**src/sv/hne_pkg.sv**
```systemverilog
// Shared types, character codes and the escape-set decoder of the escaper.
// No dependencies; used by every module of the block.
`timescale 1ns / 1ps

package hne_pkg;

  localparam int unsigned CpW  = 21;
  localparam int unsigned ValW = 14;

  typedef logic [CpW-1:0]  cp_t;
  typedef logic [ValW-1:0] val_t;
  typedef logic [3:0]      digit_t;

  localparam cp_t CharAmp  = 21'd38;
  localparam cp_t CharHash = 21'd35;
  localparam cp_t CharSemi = 21'd59;
  localparam cp_t CharZero = 21'd48;

  // One queued word: either a passthrough point or the digits of a reference.
  typedef struct packed {
    logic             esc;
    cp_t              cp;
    digit_t [3:0]     dig;   // dig[3] is the thousands digit
    logic   [2:0]     ndig;  // 2 to 4 digits
  } entry_t;

  function automatic logic in_escape_set(cp_t cp);
    logic hit;
    unique case (cp) inside
      21'd34, 21'd38, 21'd39, 21'd60, 21'd62:          hit = 1'b1;
      [21'd160:21'd255]:                               hit = 1'b1;
      21'd338, 21'd339, 21'd352, 21'd353, 21'd376:     hit = 1'b1;
      21'd710, 21'd732:                                hit = 1'b1;
      21'd8194, 21'd8195, 21'd8201:                    hit = 1'b1;
      [21'd8204:21'd8207], 21'd8211, 21'd8212:         hit = 1'b1;
      [21'd8216:21'd8218], [21'd8220:21'd8222]:        hit = 1'b1;
      21'd8224, 21'd8225, 21'd8230, 21'd8240:          hit = 1'b1;
      21'd8249, 21'd8250, 21'd8364, 21'd8482:          hit = 1'b1;
      default:                                         hit = 1'b0;
    endcase
    return hit;
  endfunction

endpackage

```
**src/sv/hne_front.sv**
```systemverilog
// Front end: accepts a code point, classifies it and splits it into digits.
// Depends on hne_pkg.
`timescale 1ns / 1ps

module hne_front
  import hne_pkg::*;
(
  input  logic   start,
  input  logic   full_i,
  input  cp_t    code_point_i,
  output logic   busy,
  output logic   push_o,
  output entry_t entry_o
);

  // Reciprocals exact for values up to 8482.
  localparam logic [27:0] Recip10   = 28'd6554;  // >> 16
  localparam logic [27:0] Recip100  = 28'd5243;  // >> 19
  localparam logic [27:0] Recip1000 = 28'd8389;  // >> 23

  val_t        val;
  logic [27:0] prod10, prod100, prod1000;
  logic [9:0]  q10;
  logic [6:0]  q100;
  logic [3:0]  q1000;
  val_t        rem0;
  logic [9:0]  rem1;
  logic [6:0]  rem2;

  assign busy   = full_i;
  assign push_o = start && !full_i;

  assign val      = code_point_i[ValW-1:0];
  assign prod10   = 28'(val) * Recip10;
  assign prod100  = 28'(val) * Recip100;
  assign prod1000 = 28'(val) * Recip1000;
  assign q10      = prod10[25:16];
  assign q100     = prod100[25:19];
  assign q1000    = prod1000[26:23];

  assign rem0 = val - ValW'(q10) * 14'd10;
  assign rem1 = q10 - 10'(q100) * 10'd10;
  assign rem2 = q100 - 7'(q1000) * 7'd10;

  always_comb begin
    entry_o.esc    = in_escape_set(code_point_i);
    entry_o.cp     = code_point_i;
    entry_o.dig[0] = rem0[3:0];
    entry_o.dig[1] = rem1[3:0];
    entry_o.dig[2] = rem2[3:0];
    entry_o.dig[3] = q1000;
    if (val >= 14'd1000) begin
      entry_o.ndig = 3'd4;
    end else if (val >= 14'd100) begin
      entry_o.ndig = 3'd3;
    end else begin
      entry_o.ndig = 3'd2;
    end
  end

endmodule

```
**src/sv/hne_queue.sv**
```systemverilog
// Short register queue between the front and back ends.
// Depends on hne_pkg for the word type.
`timescale 1ns / 1ps

module hne_queue
  import hne_pkg::*;
#(
  parameter int unsigned Depth = 2
) (
  input  logic   clk_i,
  input  logic   rst_ni,
  input  logic   push_i,
  input  entry_t entry_i,
  input  logic   pop_i,
  output logic   full_o,
  output logic   empty_o,
  output entry_t head_o
);

  localparam int unsigned PtrW = (Depth > 1) ? $clog2(Depth) : 1;
  localparam int unsigned CntW = $clog2(Depth + 1);
  localparam logic [PtrW-1:0] LastPtr = PtrW'(Depth - 1);

  entry_t          slots_q [Depth];
  logic [PtrW-1:0] wr_ptr_q, wr_ptr_d, rd_ptr_q, rd_ptr_d;
  logic [CntW-1:0] count_q, count_d;

  assign full_o  = (count_q == CntW'(Depth));
  assign empty_o = (count_q == '0);
  assign head_o  = slots_q[rd_ptr_q];

  always_comb begin
    wr_ptr_d = wr_ptr_q;
    rd_ptr_d = rd_ptr_q;
    count_d  = count_q;
    if (push_i) begin
      wr_ptr_d = (wr_ptr_q == LastPtr) ? '0 : wr_ptr_q + 1'b1;
    end
    if (pop_i) begin
      rd_ptr_d = (rd_ptr_q == LastPtr) ? '0 : rd_ptr_q + 1'b1;
    end
    if (push_i && !pop_i) begin
      count_d = count_q + 1'b1;
    end else if (pop_i && !push_i) begin
      count_d = count_q - 1'b1;
    end
  end

  always_ff @(posedge clk_i or negedge rst_ni) begin
    if (!rst_ni) begin
      wr_ptr_q <= '0;
      rd_ptr_q <= '0;
      count_q  <= '0;
    end else begin
      wr_ptr_q <= wr_ptr_d;
      rd_ptr_q <= rd_ptr_d;
      count_q  <= count_d;
    end
  end

  always_ff @(posedge clk_i) begin
    if (push_i) begin
      slots_q[wr_ptr_q] <= entry_i;
    end
  end

endmodule

```
**src/sv/hne_back.sv**
```systemverilog
// Back end: walks the head word one output character per cycle while the queue is not empty.
// Depends on hne_pkg.
`timescale 1ns / 1ps

module hne_back
  import hne_pkg::*;
(
  input  logic   clk_i,
  input  logic   rst_ni,
  input  logic   empty_i,
  input  entry_t head_i,
  output logic   pop_o,
  output logic   strobe_o,
  output cp_t    out_char_o,
  output logic   last_of_run_o
);

  logic [2:0] pos_q, pos_d;
  logic [2:0] sel_full;
  logic [1:0] sel;
  logic       strobe_q;
  cp_t        char_q, char_d;
  logic       last_q, last_d;

  // Digits go out most significant first.
  assign sel_full = head_i.ndig + 3'd1 - pos_q;
  assign sel      = sel_full[1:0];

  always_comb begin
    last_d = 1'b0;
    char_d = CharZero + CpW'(head_i.dig[sel]);
    if (!head_i.esc) begin
      char_d = head_i.cp;
      last_d = 1'b1;
    end else if (pos_q == 3'd0) begin
      char_d = CharAmp;
    end else if (pos_q == 3'd1) begin
      char_d = CharHash;
    end else if (pos_q == head_i.ndig + 3'd2) begin
      char_d = CharSemi;
      last_d = 1'b1;
    end
    pop_o = !empty_i && last_d;
    pos_d = pos_q;
    if (!empty_i) begin
      pos_d = last_d ? 3'd0 : pos_q + 3'd1;
    end
  end

  always_ff @(posedge clk_i or negedge rst_ni) begin
    if (!rst_ni) begin
      pos_q    <= 3'd0;
      strobe_q <= 1'b0;
    end else begin
      pos_q    <= pos_d;
      strobe_q <= !empty_i;
    end
  end

  always_ff @(posedge clk_i) begin
    if (!empty_i) begin
      char_q <= char_d;
      last_q <= last_d;
    end
  end

  assign strobe_o      = strobe_q;
  assign out_char_o    = char_q;
  assign last_of_run_o = last_q;

endmodule

```
**src/sv/html_numeric_entity_escaper_top.sv**
```systemverilog
// Top level of the numeric character reference escaper.
// Depends on hne_pkg, hne_front, hne_queue and hne_back.
`timescale 1ns / 1ps

// Usage:
//   Input: drive code_point_i and raise start; the word is taken at a rising
//   edge where start is high and busy is low. busy is high only while the
//   internal queue is full.
//   Output: each character appears on out_char_o for one cycle with strobe_o
//   high; last_of_run_o marks the final character caused by one input.
//   A code point in the escape set yields '&', '#', its decimal digits and
//   ';' (5 to 7 characters on consecutive cycles); any other code point
//   passes through as one character.
//   Path: an accepted word is written into a queue slot, and its first
//   character is then registered in the back end before it appears.
//   Throughput: one character per cycle while the queue is not empty, set by
//   the back end that emits one character per clock; passthrough points flow
//   at one per cycle, an escaped point holds the back end for its whole run.
//   Reset: clears the queue and the output strobe; busy is low after reset.
//   The receiver cannot stall; every strobe must be taken.

module html_numeric_entity_escaper_top
  import hne_pkg::*;
#(
  parameter int unsigned QueueDepth = 2
) (
  input  logic clk_i,
  input  logic rst_ni,
  input  logic start,
  output logic busy,
  input  cp_t  code_point_i,
  output logic strobe_o,
  output cp_t  out_char_o,
  output logic last_of_run_o
);

  logic   push, pop, full, empty;
  entry_t front_word, head_word;

  hne_front u_front (
    .start        (start),
    .full_i       (full),
    .code_point_i (code_point_i),
    .busy         (busy),
    .push_o       (push),
    .entry_o      (front_word)
  );

  hne_queue #(
    .Depth (QueueDepth)
  ) u_queue (
    .clk_i   (clk_i),
    .rst_ni  (rst_ni),
    .push_i  (push),
    .entry_i (front_word),
    .pop_i   (pop),
    .full_o  (full),
    .empty_o (empty),
    .head_o  (head_word)
  );

  hne_back u_back (
    .clk_i         (clk_i),
    .rst_ni        (rst_ni),
    .empty_i       (empty),
    .head_i        (head_word),
    .pop_o         (pop),
    .strobe_o      (strobe_o),
    .out_char_o    (out_char_o),
    .last_of_run_o (last_of_run_o)
  );

endmodule

```
**config.mk**
```make
export PLATFORM = sky130hd
export DESIGN_NAME = html_numeric_entity_escaper_top
export DESIGN_NICKNAME = d
export VERILOG_FILES = /design/src/sv/hne_pkg.sv /design/src/sv/hne_front.sv /design/src/sv/hne_queue.sv /design/src/sv/hne_back.sv /design/src/sv/html_numeric_entity_escaper_top.sv
export SDC_FILE = /design/constraint.sdc
export NUM_CORES = 1
export LEC_CHECK = 0
export ABC_AREA = 1
export BUFFER_PORTS_ARGS = -buffer_cell sky130_fd_sc_hd__buf_4
export CORE_ASPECT_RATIO = 0.7
export CORE_MARGIN = 2
export CORE_UTILIZATION = 60
export DETAILED_ROUTE_END_ITERATION = 10
export PLACE_DENSITY = 0.77
export SLEW_MARGIN = 20
export SYNTH_ARGS = -nofsm -noshare
export SYNTH_HDL_FRONTEND = slang
export SYNTH_SLANG_ARGS = --single-unit
```
**constraint.sdc**
```tcl
create_clock -name clk_i -period 3.4 [get_ports clk_i]
set_input_delay 0 -clock clk_i [delete_from_list [all_inputs] [get_ports clk_i]]
set_output_delay 0 -clock clk_i [all_outputs]
set_load 0.005 [all_outputs]
```
==> Word level (Yosys, flattened, before mapping) <==
Memories as Yosys holds them, arrays and structs flattened.
Cells that the tools add are included.
{ "totals": {"mem_count": 1, "reg_bits": 30, "mem_bits_rw": 82} }
{ "classes": {"magnitude_cmp": 11, "n_addsub": 12, "multipliers": 6, "n_eq_ne": 28, "reduce_logical": 16, "n_mux": 20} }
{ "memory_table": {"columns": ["memory", "depth", "word_bits", "read_ports", "rd_ports_with_merged_regs", "wr", "line", "rtl"], "rows": [
  ["u_queue.slots_q", 2, 41, 1, 0, 1, "hne_queue.sv:24", "entry_t slots_q [Depth];"]
]} }
{ "op_table": {"columns": ["operator", "count"], "rows": [
  ["equality test 21 x 14 -> 1 bit (second input constant)", 13],
  ["equality test 21 x 6 -> 1 bit (second input constant)", 5],
  ["equality test 21 x 9 -> 1 bit (second input constant)", 5],
  ["2-to-1 mux 21 bit", 4],
  [">= comparator 21 x 14 -> 1 bit (second input constant)", 3],
  ["<= comparator 21 x 14 -> 1 bit (second input constant)", 3],
  ["equality test 21 x 10 -> 1 bit (second input constant)", 2],
  ["OR reduction 29 bit", 1],
  ["multiplier 14 x 14 -> 27 bit (second input constant)", 1],
  ["multiplier 14 x 13 -> 26 bit (second input constant)", 1],
  ["multiplier 14 x 12 -> 25 bit (second input constant)", 1],
  [">= comparator 21 x 8 -> 1 bit (second input constant)", 1],
  ["<= comparator 21 x 8 -> 1 bit (second input constant)", 1],
  [">= comparator 14 x 10 -> 1 bit (second input constant)", 1],
  [">= comparator 14 x 7 -> 1 bit (second input constant)", 1],
  ["subtractor 4 bit", 3],
  ["multiplier 10 x 3 -> 3 bit (second input constant)", 1],
  ["2-to-1 mux 1 bit", 10],
  ["binary-select mux 4 bit (select 2 bit)", 1],
  ["logical AND 1 bit", 8],
  ["adder 6 x 4 -> 7 bit (first input constant)", 1],
  ["multiplier 7 x 3 -> 3 bit (second input constant)", 1],
  ["2-to-1 mux 3 bit", 2],
  ["adder 2 x 1 -> 2 bit (second input constant)", 2],
  ["other kinds (16)", 21]
]} }

==> Logic depth before layout (Yosys ltp) <==
Gate-level depths: netlist of run 1.
An unclocked memory read counts as a cell.
{ "logic_depth": {"ltp_word": 11, "ltp_mapped": 33, "ltp_nobuf": 33} }

==> By module <==
From an unflattened synthesis of run 1, not the netlist that was laid out.
{ "hier_totals": {"cells_unflattened": 1513, "hier_area_um2": 14166.1} }
{ "by_module_without_submodules": {"columns": ["mod", "n_inst", "cells_per_inst", "area_each_um2"], "rows": [
  ["hne_front", 1, 1200, 9381.5],
  ["hne_queue", 1, 153, 3368.2],
  ["hne_back", 1, 160, 1416.4]
]} }

==> Least setup slack after synthesis of run 1 <==
Ideal clock, no wire load.
{ "synth_timing": {"path_type": "input to register", "start": "input port code_point_i[2]", "end": "memory u_queue.slots_q[0][10] (netlist name), data pin", "path_slack_ns": -1.747, "t_required_ns": 3.144, "path_buffers": 0, "stages": 28, "arrival_time_ns": 4.891, "path_cell_list": "inv_1 ha_1 xor2_1 ha_1 or2_2 fa_1 inv_1 fa_1 fa_1 inv_1 ha_1 nand2_1 nor4_1 o21ai_0 o2111ai_1 xor2_1 ha_1 fa_1 inv_1 nand3_1 nand2_1 inv_1 nand2_1 nand2_1 nand2_1 nand2_1 nand2_1 nand2_1"} }
{ "synth_lines": {"columns": ["item", "line", "rtl"], "rows": [
  ["start, declared", "html_numeric_entity_escaper_top.sv:31", "input cp_t code_point_i,"],
  ["end, declared", "hne_queue.sv:24", null]
]} }

==> flow_metrics.tcl, run 1 <==
set metrics [dict create \
    finalWeightedCongestion 1.036 \
    via_per_inst 5.634 \
    clock_latency_ns 0.35 \
    nFillCells 1178 \
    gr-usage-met3 0.1541 \
    vdd_drop_max_mv 0.8333 \
    synth_edf_count 102 \
    synth_compound_area_frac 0.05224 \
    leakagePower_nw 9.801 \
    maxCapViolations 0 \
    final_util 0.8655 \
    routed_wl_mm 49.18 \
    synthesis.area_um2 13720 \
    max_freq_mhz 198.8 \
    synth_flop_cell "edfxtp_1" \
    intPower_w 0.01020 \
    required_ns 3.49 \
    yosysUniqueCellTypes 47 \
    cpMostUsedCell "inv_2" \
    core_area_um2 22560 \
    synth_adder_area_share 0.4074 \
    slowest_stage "fa_1" \
    cp_max_fo 4 \
    place_area_um2 16990 \
    muxShareOfSynthArea 0.0007294 \
    finalHoldViolCount 0 \
    synth_top_family_by_area "adder cells" \
    drv_slew 0 \
    seqPwrFrac 0.129 \
    path_clk_slew_ns 0.07 \
    antenna_found_initial 0 \
    p_comb_frac 0.822 \
    skew_ns 0.007058 \
    vias 13010 \
    syn-num-nets 2010 \
    r2r-end "u_queue.count_q[1]$_DFFE_PN0P_" \
    area_growth_pct 42.29 \
    die_h_um 130.5 \
    drt_iter0_drc 1398 \
    busiest_layer "met2" \
    rsz0062_at_grt "yes" \
    critPathKind "input port to register" \
    avgSynthCellArea_um2 8.492 \
    setup_violations 30 \
    crit-reg2reg-launch "u_queue.rd_ptr_q$_DFFE_PN0P_" \
    cts.sinks 110 \
    finish.net_count 2386 \
    switching_power_w 0.009815 \
    synth-seq-area-share 0.2378 \
    end_kind "register" \
    switching_share 0.4904 \
    dp_hpwl_mm 35.56 \
    synth-seq-cells 110 \
    cts_tree "yes" \
    crit_arrival_ns 5.13 \
    io_buffers 47 \
    initial_core_util 0.6083 \
    grt_pass1_wl_mm 70.95 \
    antenna_cells 0 \
    pin_count 48 \
    min_period_ns 5.030 \
    htreeDepth 3 \
    num_rows 46 \
    yosys.area_share.simple 0.1693 \
    first_pass_iters 6 \
    reg2regPathDepth 13 \
    power_density_nw_per_um2 1025 \
    status "finished with violations" \
    rrSetupSlack_ns 0.45 \
    cts-root-buf "clkbuf_16" \
    crit_path_start_kind "input port" \
    grt.met2_usage 0.6026 \
    die_x_um 184.8 \
    grt_max_degree 41 \
    drive_above_1_share 0.3540 \
    fin_crit_sh 1.480 \
    min_path_type "input port to asynchronous set/reset pin" \
    worst_slack_ns -1.630 \
    post-route-drc-count 0 \
    finalPower_w 0.02002 \
    stdcell_area_um2 19530 \
    max-clock-path-buffers 2 \
    synthXorXnorAreaFrac 0.01140 \
    post_drt_wl_per_cell_um 21.30 \
    worst_pin_slew_ns 0.8237 \
    final_cell_count_no_fill 2309 \
    violations "setup timing" \
    cp_slowest_stage_delay_ns 0.56 \
    overflow 0 \
    dp_cells 2209 \
    max_slew_margin 0.4451 \
    p_clk_frac 0.049 \
    synthArstFlopShare 0.07273 \
    use_met1 0.5354 \
    grt_usage 0.4007 \
    syn_inst 1616 \
    grt_pass1_vias 12800 \
    ant_nets 0 \
    numCtsBuffers 9 \
    yosys_warnings 0 \
    die_area_um2 24120 \
]
## flip-flops by register name, summed over array words and instances, names as in the netlist
name and cells:
u_queue.rd_ptr_q 1, u_back.last_of_run_o 1, u_back.strobe_o 1, u_queue.wr_ptr_q 1, u_back.out_char_o 21, u_queue.count_q 2, u_back.pos_q 3, u_queue.slots_q 80
## through the flow
step	hold WS [ns]	worst slack, ns	setup TNS, ns
2_1_floorplan	-0.2956	-1.308	-18.49
3_3_place_gp	-0.1774	-1.969	-39.89
3_5_place_dp	-0.1761	-2.030	-41.51
4_1_cts	0.001796	-1.449	-22.46
5_1_grt	0.01762	-1.732	-28.91
6_report	0.01299	-1.630	-26.46
## power groups by stage
stage / registers (W) / clock network, W / logic, W
after floorplan: 0.00260 / 0 / 0.00747
after global placement: 0.00259 / 0 / 0.0120
after detailed placement: 0.00260 / 0 / 0.0123
after CTS: 0.00258 / 0.000986 / 0.0142
after global routing: 0.00263 / 0.00104 / 0.0177
final: 0.00259 / 0.000981 / 0.0164
## cells in the mapped netlist (all sizes together) (13+ instances only)
cell type  instances  share of area
nor2              71          0.020
xor2              13         0.0083
a21oi             45          0.016
ha               242           0.22
edfxtp           102           0.22
nand2            369           0.10
inv              426           0.12
fa               128           0.19
nand4             24          0.011
nor3              20         0.0077
o21ai             41          0.016
nand3             61          0.023
## worst max-delay path, delay by kind of cell
family	cells	cell delay, ns
fa+ha+maj	8	2.99
simple gates	15	1.33
buf+inv	11	0.79
## cells in the final DEF, fill, tap and decap left out, drive strengths merged, types with 4 or more instances in the layout
| cell | instances |
|---|---|
| a21o | 7 |
| a21oi | 45 |
| a31oi | 5 |
| buf | 367 |
| clkbuf | 9 |
| clkinv | 4 |
| clkinvlp | 13 |
| dfrtp | 8 |
| dlygate4sd3 | 9 |
| edfxtp | 102 |
| fa | 128 |
| ha | 242 |
| inv | 417 |
| nand2 | 369 |
| nand3 | 61 |
| nand3b | 4 |
| nand4 | 24 |
| nor2 | 71 |
| nor3 | 20 |
| o21ai | 41 |
| o22ai | 8 |
| or2 | 4 |
| xnor2 | 4 |
| xor2 | 13 |
## what timing repair did
item                                    4_1_cts  5_1_grt
pin swaps                                   109       99
hold endpoints to repair                     24        0
hold buffers                                  9        0
endpoints found under the setup margin       30       30
gates resized for setup                     236      116
buffers inserted                             72       18
## worst max path at each step
stage	from	depth (start not counted)	slack (ns)	to
floorplan	code_point_i[6]	30	-1.31	u_queue.slots_q[0][10]$_DFFE_PP_
global placement	code_point_i[6]	30	-1.97	u_queue.slots_q[0][10]$_DFFE_PP_
detailed placement	code_point_i[6]	28	-2.03	u_queue.slots_q[0][10]$_DFFE_PP_
CTS	code_point_i[9]	32	-1.45	u_queue.slots_q[0][10]$_DFFE_PP_
global route	code_point_i[7]	34	-1.73	u_queue.slots_q[0][10]$_DFFE_PP_
finish	code_point_i[7]	34	-1.63	u_queue.slots_q[0][10]$_DFFE_PP_
## layer usage
layer  vias up  share of wire
met3       180           0.13
li1       5806              -
met1      6199           0.40
met2       824           0.43
met4         0          0.046
met5         -              0
## cells by family (layout without fill, tap and decap cells)
kind of cell	after synthesis	count (layout)
buffers and inverters	438	819
adders and majority gates	370	370
AOI/OAI and AO/OA	123	123
and+or+nand+nor	557	557
muxes	1	1
xor gates and xnor gates	17	17
DFF	110	110
## layout make-up
| class | count | area, um^2 | share of cell area |
|---|---|---|---|
| flip-flops and latches | 110 | 3263 | 0.1671 |
| multi-input cells | 1068 | 10650 | 0.5456 |
| clock inverters | 7 | 55.05 | 0.002819 |
| clock buffers | 9 | 225.2 | 0.01153 |
| repair buffers | 376 | 3282 | 0.1681 |
| well taps | 312 | 390.4 | 0.01999 |
| inverters | 427 | 1658 | 0.08490 |
No activity file was read; power rests on OpenSTA's default activity.
==> run 2, diff against run 1 <==
--- a/config.mk
+++ b/config.mk
@@ -11,7 +11,9 @@
 export CORE_MARGIN = 2
 export CORE_UTILIZATION = 60
 export DETAILED_ROUTE_END_ITERATION = 10
+export GPL_TIMING_DRIVEN = 1
 export PLACE_DENSITY = 0.77
+export SETUP_SLACK_MARGIN = 0.2
 export SLEW_MARGIN = 20
 export SYNTH_ARGS = -nofsm -noshare
 export SYNTH_HDL_FRONTEND = slang
==> run 2 against run 1 <==
Compared with the run above: the flow still finishes with violations (setup timing); global-route usage is 1.6 points lower; via count is 1.1% lower; clock power up 7%; critical endpoint is now u_queue.slots_q[1][10]$_DFFE_PP_; non-clock buffer count decreased by 24; sequential share of layout area grew 0.39 points; largest cell class unchanged; cell count is 1.0% lower; die area unchanged; utilization down 2.0 points; highest routed layer unchanged; worst hold slack better by 0.0019 ns; wire length shrank 1.7%.
==> flow_metrics.tcl, run 2 (synthesis results as in run 1) <==
set metrics [dict create \
    multi_input_area_um2 10470 \
    largest_reg_flops 80 \
    drv_slew 0 \
    seqCellArea_um2 3263 \
    min_period_ns 5.079 \
    required_ns 3.49 \
    max_slew_margin 0.5038 \
    cts.sinks 110 \
    violations "setup timing" \
    routed_wl_mm 48.33 \
    nFillCells 1218 \
    numCtsBuffers 9 \
    worst_pin_slew_ns 0.7365 \
    first_pass_iters 9 \
    crit-reg2reg-launch "u_queue.rd_ptr_q$_DFFE_PN0P_" \
    status "finished with violations" \
    via_per_inst 5.629 \
    finalWeightedCongestion 1.030 \
    antenna_found_initial 0 \
    cp_slowest_stage_delay_ns 0.54 \
    die_area_um2 24120 \
    cts_tree "yes" \
    skew_ns 0.01045 \
    finalHoldViolCount 0 \
    end_kind "register" \
    slowest_stage "fa_2" \
    setup_violations 30 \
    grt_pass1_wl_mm 68.64 \
    vdd_drop_max_mv 0.8076 \
    fin_crit_sh 1.494 \
    initial_core_util 0.6083 \
    maxCapViolations 0 \
    io_buffers 47 \
    final_cell_count_no_fill 2286 \
    worst_slack_ns -1.679 \
    r2r-end "u_queue.count_q[1]$_DFFE_PN0P_" \
    overflow 0 \
    leakagePower_nw 9.612 \
    whs_ns 0.01489 \
    core_area_um2 22560 \
    grt_max_degree 42 \
    layout_commonest_cell "inv_1" \
    cpMostUsedCell "nand2_2" \
    die_h_um 130.5 \
    pin_count 48 \
    path_clk_slew_ns 0.08 \
    ant_nets 0 \
    rrSetupSlack_ns 0.41 \
    reg2regPathDepth 13 \
    grt_pass1_vias 12330 \
    max_freq_mhz 196.9 \
    largest_register "u_queue.slots_q" \
    htreeDepth 3 \
    rsz0062_at_grt "yes" \
    dp_hpwl_mm 35.38 \
    cp_max_fo 4 \
    fin_setup_tns_ns -26.99 \
    dp_cells 2188 \
    grt_usage 0.3849 \
    post_drt_wl_per_cell_um 21.14 \
    finish.net_count 2362 \
    power_density_nw_per_um2 1052 \
    crit_arrival_ns 5.17 \
    layout_common_cells "inv_1 (358), nand2_1 (311), buf_4 (285), ha_1 (150), fa_1 (118)" \
    vias 12870 \
    die_x_um 184.8 \
    max-clock-path-buffers 2 \
    area_growth_pct 39.00 \
    drive_above_1_share 0.3350 \
    critPathKind "input port to register" \
    clock_latency_ns 0.34 \
    post-route-drc-count 0 \
    num_rows 46 \
    crit_path_start_kind "input port" \
    cts-root-buf "clkbuf_16" \
    min_path_type "input port to asynchronous set/reset pin" \
    drt_iter0_drc 1356 \
]
-- run 2: cell types whose count changed in the layout (fill, tap and decap cells not counted), sizes merged --
| cell | previous run | this run |
|---|---|---|
| bufinv | 0 | 1 |
| clkinvlp | 13 | 12 |
| diode | 0 | 1 |
| buf | 367 | 342 |
| dlygate4sd3 | 9 | 10 |
-- run 2: per-stage QoR --
stage / total power [W] / cell area [um^2] / util / worst slack [ns]
after floorplan: 0.01007 / 14420 / - / -1.308
after global placement: 0.01439 / 16840 / 0.7464 / -1.859
after detailed placement: 0.01475 / 16840 / 0.7464 / -1.988
after CTS: 0.01768 / 18420 / 0.8164 / -1.421
after global routing: 0.02120 / 19070 / 0.8454 / -1.751
final: 0.02007 / 19080 / 0.8455 / -1.679
-- run 2: layer usage --
| metal | vias up | GRT usage | share of wire |
|---|---|---|---|
| li1 | 5746 | - | - |
| met1 | 6153 | 0.5429 | 0.41 |
| met2 | 839 | 0.5717 | 0.43 |
| met3 | 130 | 0.1414 | 0.13 |
| met4 | 0 | 0.08170 | 0.030 |
| met5 | - | 0 | 0 |
-- run 2: report_power, final --
group | internal [W] | switching (W)
registers | 0.00243 | 0.000167
logic | 0.00730 | 0.00912
clock network | 0.000574 | 0.000481
total | 0.0103 | 0.00977
-- run 2: layout make-up --
class | instances | area share
diodes | 1 | 0.0001312
clock buffers | 9 | 0.01181
clock inverters | 7 | 0.003673
inverters | 427 | 0.08678
multi-input cells | 1068 | 0.5490
flip-flops and latches | 110 | 0.1711
well taps | 312 | 0.02046
repair buffers | 352 | 0.1571
-- run 2: timing repair --
| action | CTS | global route |
|---|---|---|
| hold endpoints to repair | 24 | 0 |
| pin swaps | 96 | 80 |
| hold buffers | 10 | 0 |
| setup endpoints to repair | 30 | 31 |
| gates resized for setup | 175 | 123 |
| buffers inserted | 47 | 24 |
| cloned | 0 | 0 |
-- run 2: worst max-delay path by stage --
stage	from	end	slack, ns	depth (start not counted)
2_1_floorplan	code_point_i[6]	u_queue.slots_q[0][10]$_DFFE_PP_	-1.31	30
6_report	code_point_i[7]	u_queue.slots_q[1][10]$_DFFE_PP_	-1.68	30
4_1_cts	code_point_i[3]	u_queue.slots_q[1][10]$_DFFE_PP_	-1.42	29
5_1_grt	code_point_i[7]	u_queue.slots_q[1][10]$_DFFE_PP_	-1.75	30
3_3_place_gp	code_point_i[7]	u_queue.slots_q[0][10]$_DFFE_PP_	-1.86	32
3_5_place_dp	code_point_i[7]	u_queue.slots_q[1][10]$_DFFE_PP_	-1.99	34
-- run 2: critical path: cells and delay by family --
kind / cells / cell delay, ns
AO/OA/AOI/OAI: 1 / 0.21
buffers and inverters: 9 / 0.85
adder cells (fa/ha/maj): 8 / 2.96
AND/OR/NAND/NOR: 12 / 1.12
==> run 3, diff against run 2 <==
--- a/config.mk
+++ b/config.mk
@@ -8,7 +8,7 @@
 export ABC_AREA = 1
 export BUFFER_PORTS_ARGS = -buffer_cell sky130_fd_sc_hd__buf_4
 export CORE_ASPECT_RATIO = 0.7
-export CORE_MARGIN = 2
+export CORE_MARGIN = 10
 export CORE_UTILIZATION = 60
 export DETAILED_ROUTE_END_ITERATION = 10
 export GPL_TIMING_DRIVEN = 1
==> run 3 against run 2 <==
Compared with the run above: the run still ends with setup timing left; utilization decreased by 0.84 points; worst hold slack worse by 0.0092 ns; die area rose by 22%; critical path depth rose by 2; flip-flop and latch count stayed put; total power down 2.3%; clock skew is 0.0028 ns lower; critical endpoint is now u_queue.slots_q[0][10]$_DFFE_PP_.
==> flow_metrics.tcl, run 3 (synthesis results as in run 1) <==
set metrics [dict create \
    power_density_nw_per_um2 1038 \
    via_per_inst 5.698 \
    drt_iter0_drc 1473 \
    finalHoldViolCount 0 \
    min_path_type "input port to asynchronous set/reset pin" \
    numCtsBuffers 9 \
    maxCapViolations 0 \
    layout_commonest_cell "inv_1" \
    cts_tree "yes" \
    cp_slowest_stage_delay_ns 0.52 \
    routed_wl_mm 49.07 \
    die_h_um 146.5 \
    cpMostUsedCell "nand2_2" \
    vdd_drop_max_mv 0.8183 \
    grt_pass1_wl_mm 71.70 \
    crit_path_start_kind "input port" \
    path_clk_slew_ns 0.07 \
    cts.sinks 110 \
    initial_core_util 0.6083 \
    layout_common_cells "inv_1 (361), nand2_1 (316), buf_4 (269), ha_1 (144), fa_1 (113)" \
    grt_max_degree 41 \
    overflow 0 \
    grt_usage 0.3155 \
    cts-root-buf "clkbuf_16" \
    die_x_um 200.8 \
    max_freq_mhz 195.0 \
    setup_violations 30 \
    place_area_um2 16790 \
    dp_hpwl_mm 35.58 \
    htreeDepth 3 \
    finish.net_count 2347 \
    vias 12940 \
    max_slew_margin 0.4683 \
    min_period_ns 5.127 \
    antenna_found_initial 2 \
    clock_latency_ns 0.35 \
    ant_nets 0 \
    worst_slack_ns -1.727 \
    core_area_um2 22560 \
    drive_above_1_share 0.3258 \
    largest_reg_flops 80 \
    required_ns 3.49 \
    cp_max_fo 15 \
    die_area_um2 29420 \
    max-clock-path-buffers 2 \
    status "finished with violations" \
    io_buffers 47 \
    finalWeightedCongestion 1.009 \
    final_util 0.8371 \
    post_drt_wl_per_cell_um 21.62 \
    first_pass_iters 8 \
    area_growth_pct 37.63 \
    fin_crit_sh 1.508 \
    leakagePower_nw 9.531 \
    num_rows 46 \
    grt_pass1_vias 12730 \
    place_ws_ns -1.949 \
    worst_pin_slew_ns 0.7892 \
    drv_slew 0 \
    violations "setup timing" \
    post-route-drc-count 0 \
    rsz0062_at_grt "yes" \
    pin_count 48 \
    largest_register "u_queue.slots_q" \
    critPathKind "input port to register" \
    crit_arrival_ns 5.22 \
    antenna_cells 0 \
    skew_ns 0.007634 \
    stdcell_area_um2 18890 \
    slowest_stage "fa_1" \
    end_kind "register" \
]
==> run 3: cell type report <==
type                            instances  area (um^2)
Clock inverter                          6        92.59
Clock buffer                           10        229.0
Fill cell                            1270         3675
Timing Repair Buffer                  337         2905
Tap cell                              312        390.4
Sequential cell                       110         3263
Inverter                              427         1650
Multi-Input combinational cell       1068        10360
==> run 3: per-stage QoR <==
step	hold WS [ns]	total power, W	cells	TNS (ns)
2_1_floorplan	-0.2956	0.01007	1616	-18.45
3_3_place_gp	-0.1731	0.01442	2183	-36.03
3_5_place_dp	-0.1691	0.01477	2183	-37.73
4_1_cts	0.01371	0.01734	2248	-21.50
5_1_grt	0.01472	0.02099	2270	-28.08
6_report	0.005720	0.01961	2270	-25.32
==> run 3: routing by layer <==
metal  wire length [um]  track usage  part of all wire
met5                 48      0.01017           0.00098
met4               1789      0.08758             0.036
met3               6815       0.1508              0.14
met2              21230       0.4676              0.43
met1              19190       0.4022              0.39
==> run 3: worst paths after layout <==
check | slack (ns) | end | depth (start not counted) | startpoint
worst max-delay path | -1.73 | u_queue.slots_q[0][10]$_DFFE_PP_ | 32 | code_point_i[8]
worst min-delay path | 0.006 | u_queue.wr_ptr_q$_DFFE_PN0P_ | 2 | rst_ni
worst max register to register | 0.45 | u_queue.count_q[1]$_DFFE_PN0P_ | 13 | u_queue.rd_ptr_q$_DFFE_PN0P_
worst min register to register | 0.57 | u_queue.count_q[0]$_DFFE_PN0P_ | 1 | u_queue.count_q[0]$_DFFE_PN0P_
max in group asynchronous | 3.25 | u_queue.rd_ptr_q$_DFFE_PN0P_ | 2 | rst_ni
min in group clk_i | 0.05 | u_queue.slots_q[0][20]$_DFFE_PP_ | 2 | code_point_i[1]
==> run 3: power by group <==
part	switching, W	internal, W	total [W]
combinational	0.00891	0.00696	0.0159
clock	0.000476	0.000653	0.00113
sequential	0.000177	0.00243	0.00261
total	0.00956	0.0100	0.0196
==> run 3: repair_timing <==
| item | 4_1_cts | 5_1_grt |
|---|---|---|
| hold buffers | 8 | 0 |
| buffers inserted | 41 | 22 |
| endpoints found under the hold margin | 22 | 0 |
| endpoints found under the setup margin | 30 | 31 |
| gates resized for setup | 152 | 120 |
| pin swaps | 65 | 111 |
==> run 3: critical path, delay by kind of cell <==
family,cells,cell delay (ns)
AND/OR/NAND/NOR,13,1.24
adder cells (fa/ha/maj),8,3.07
AO/OA/AOI/OAI,1,0.16
buffers and inverters,10,0.74
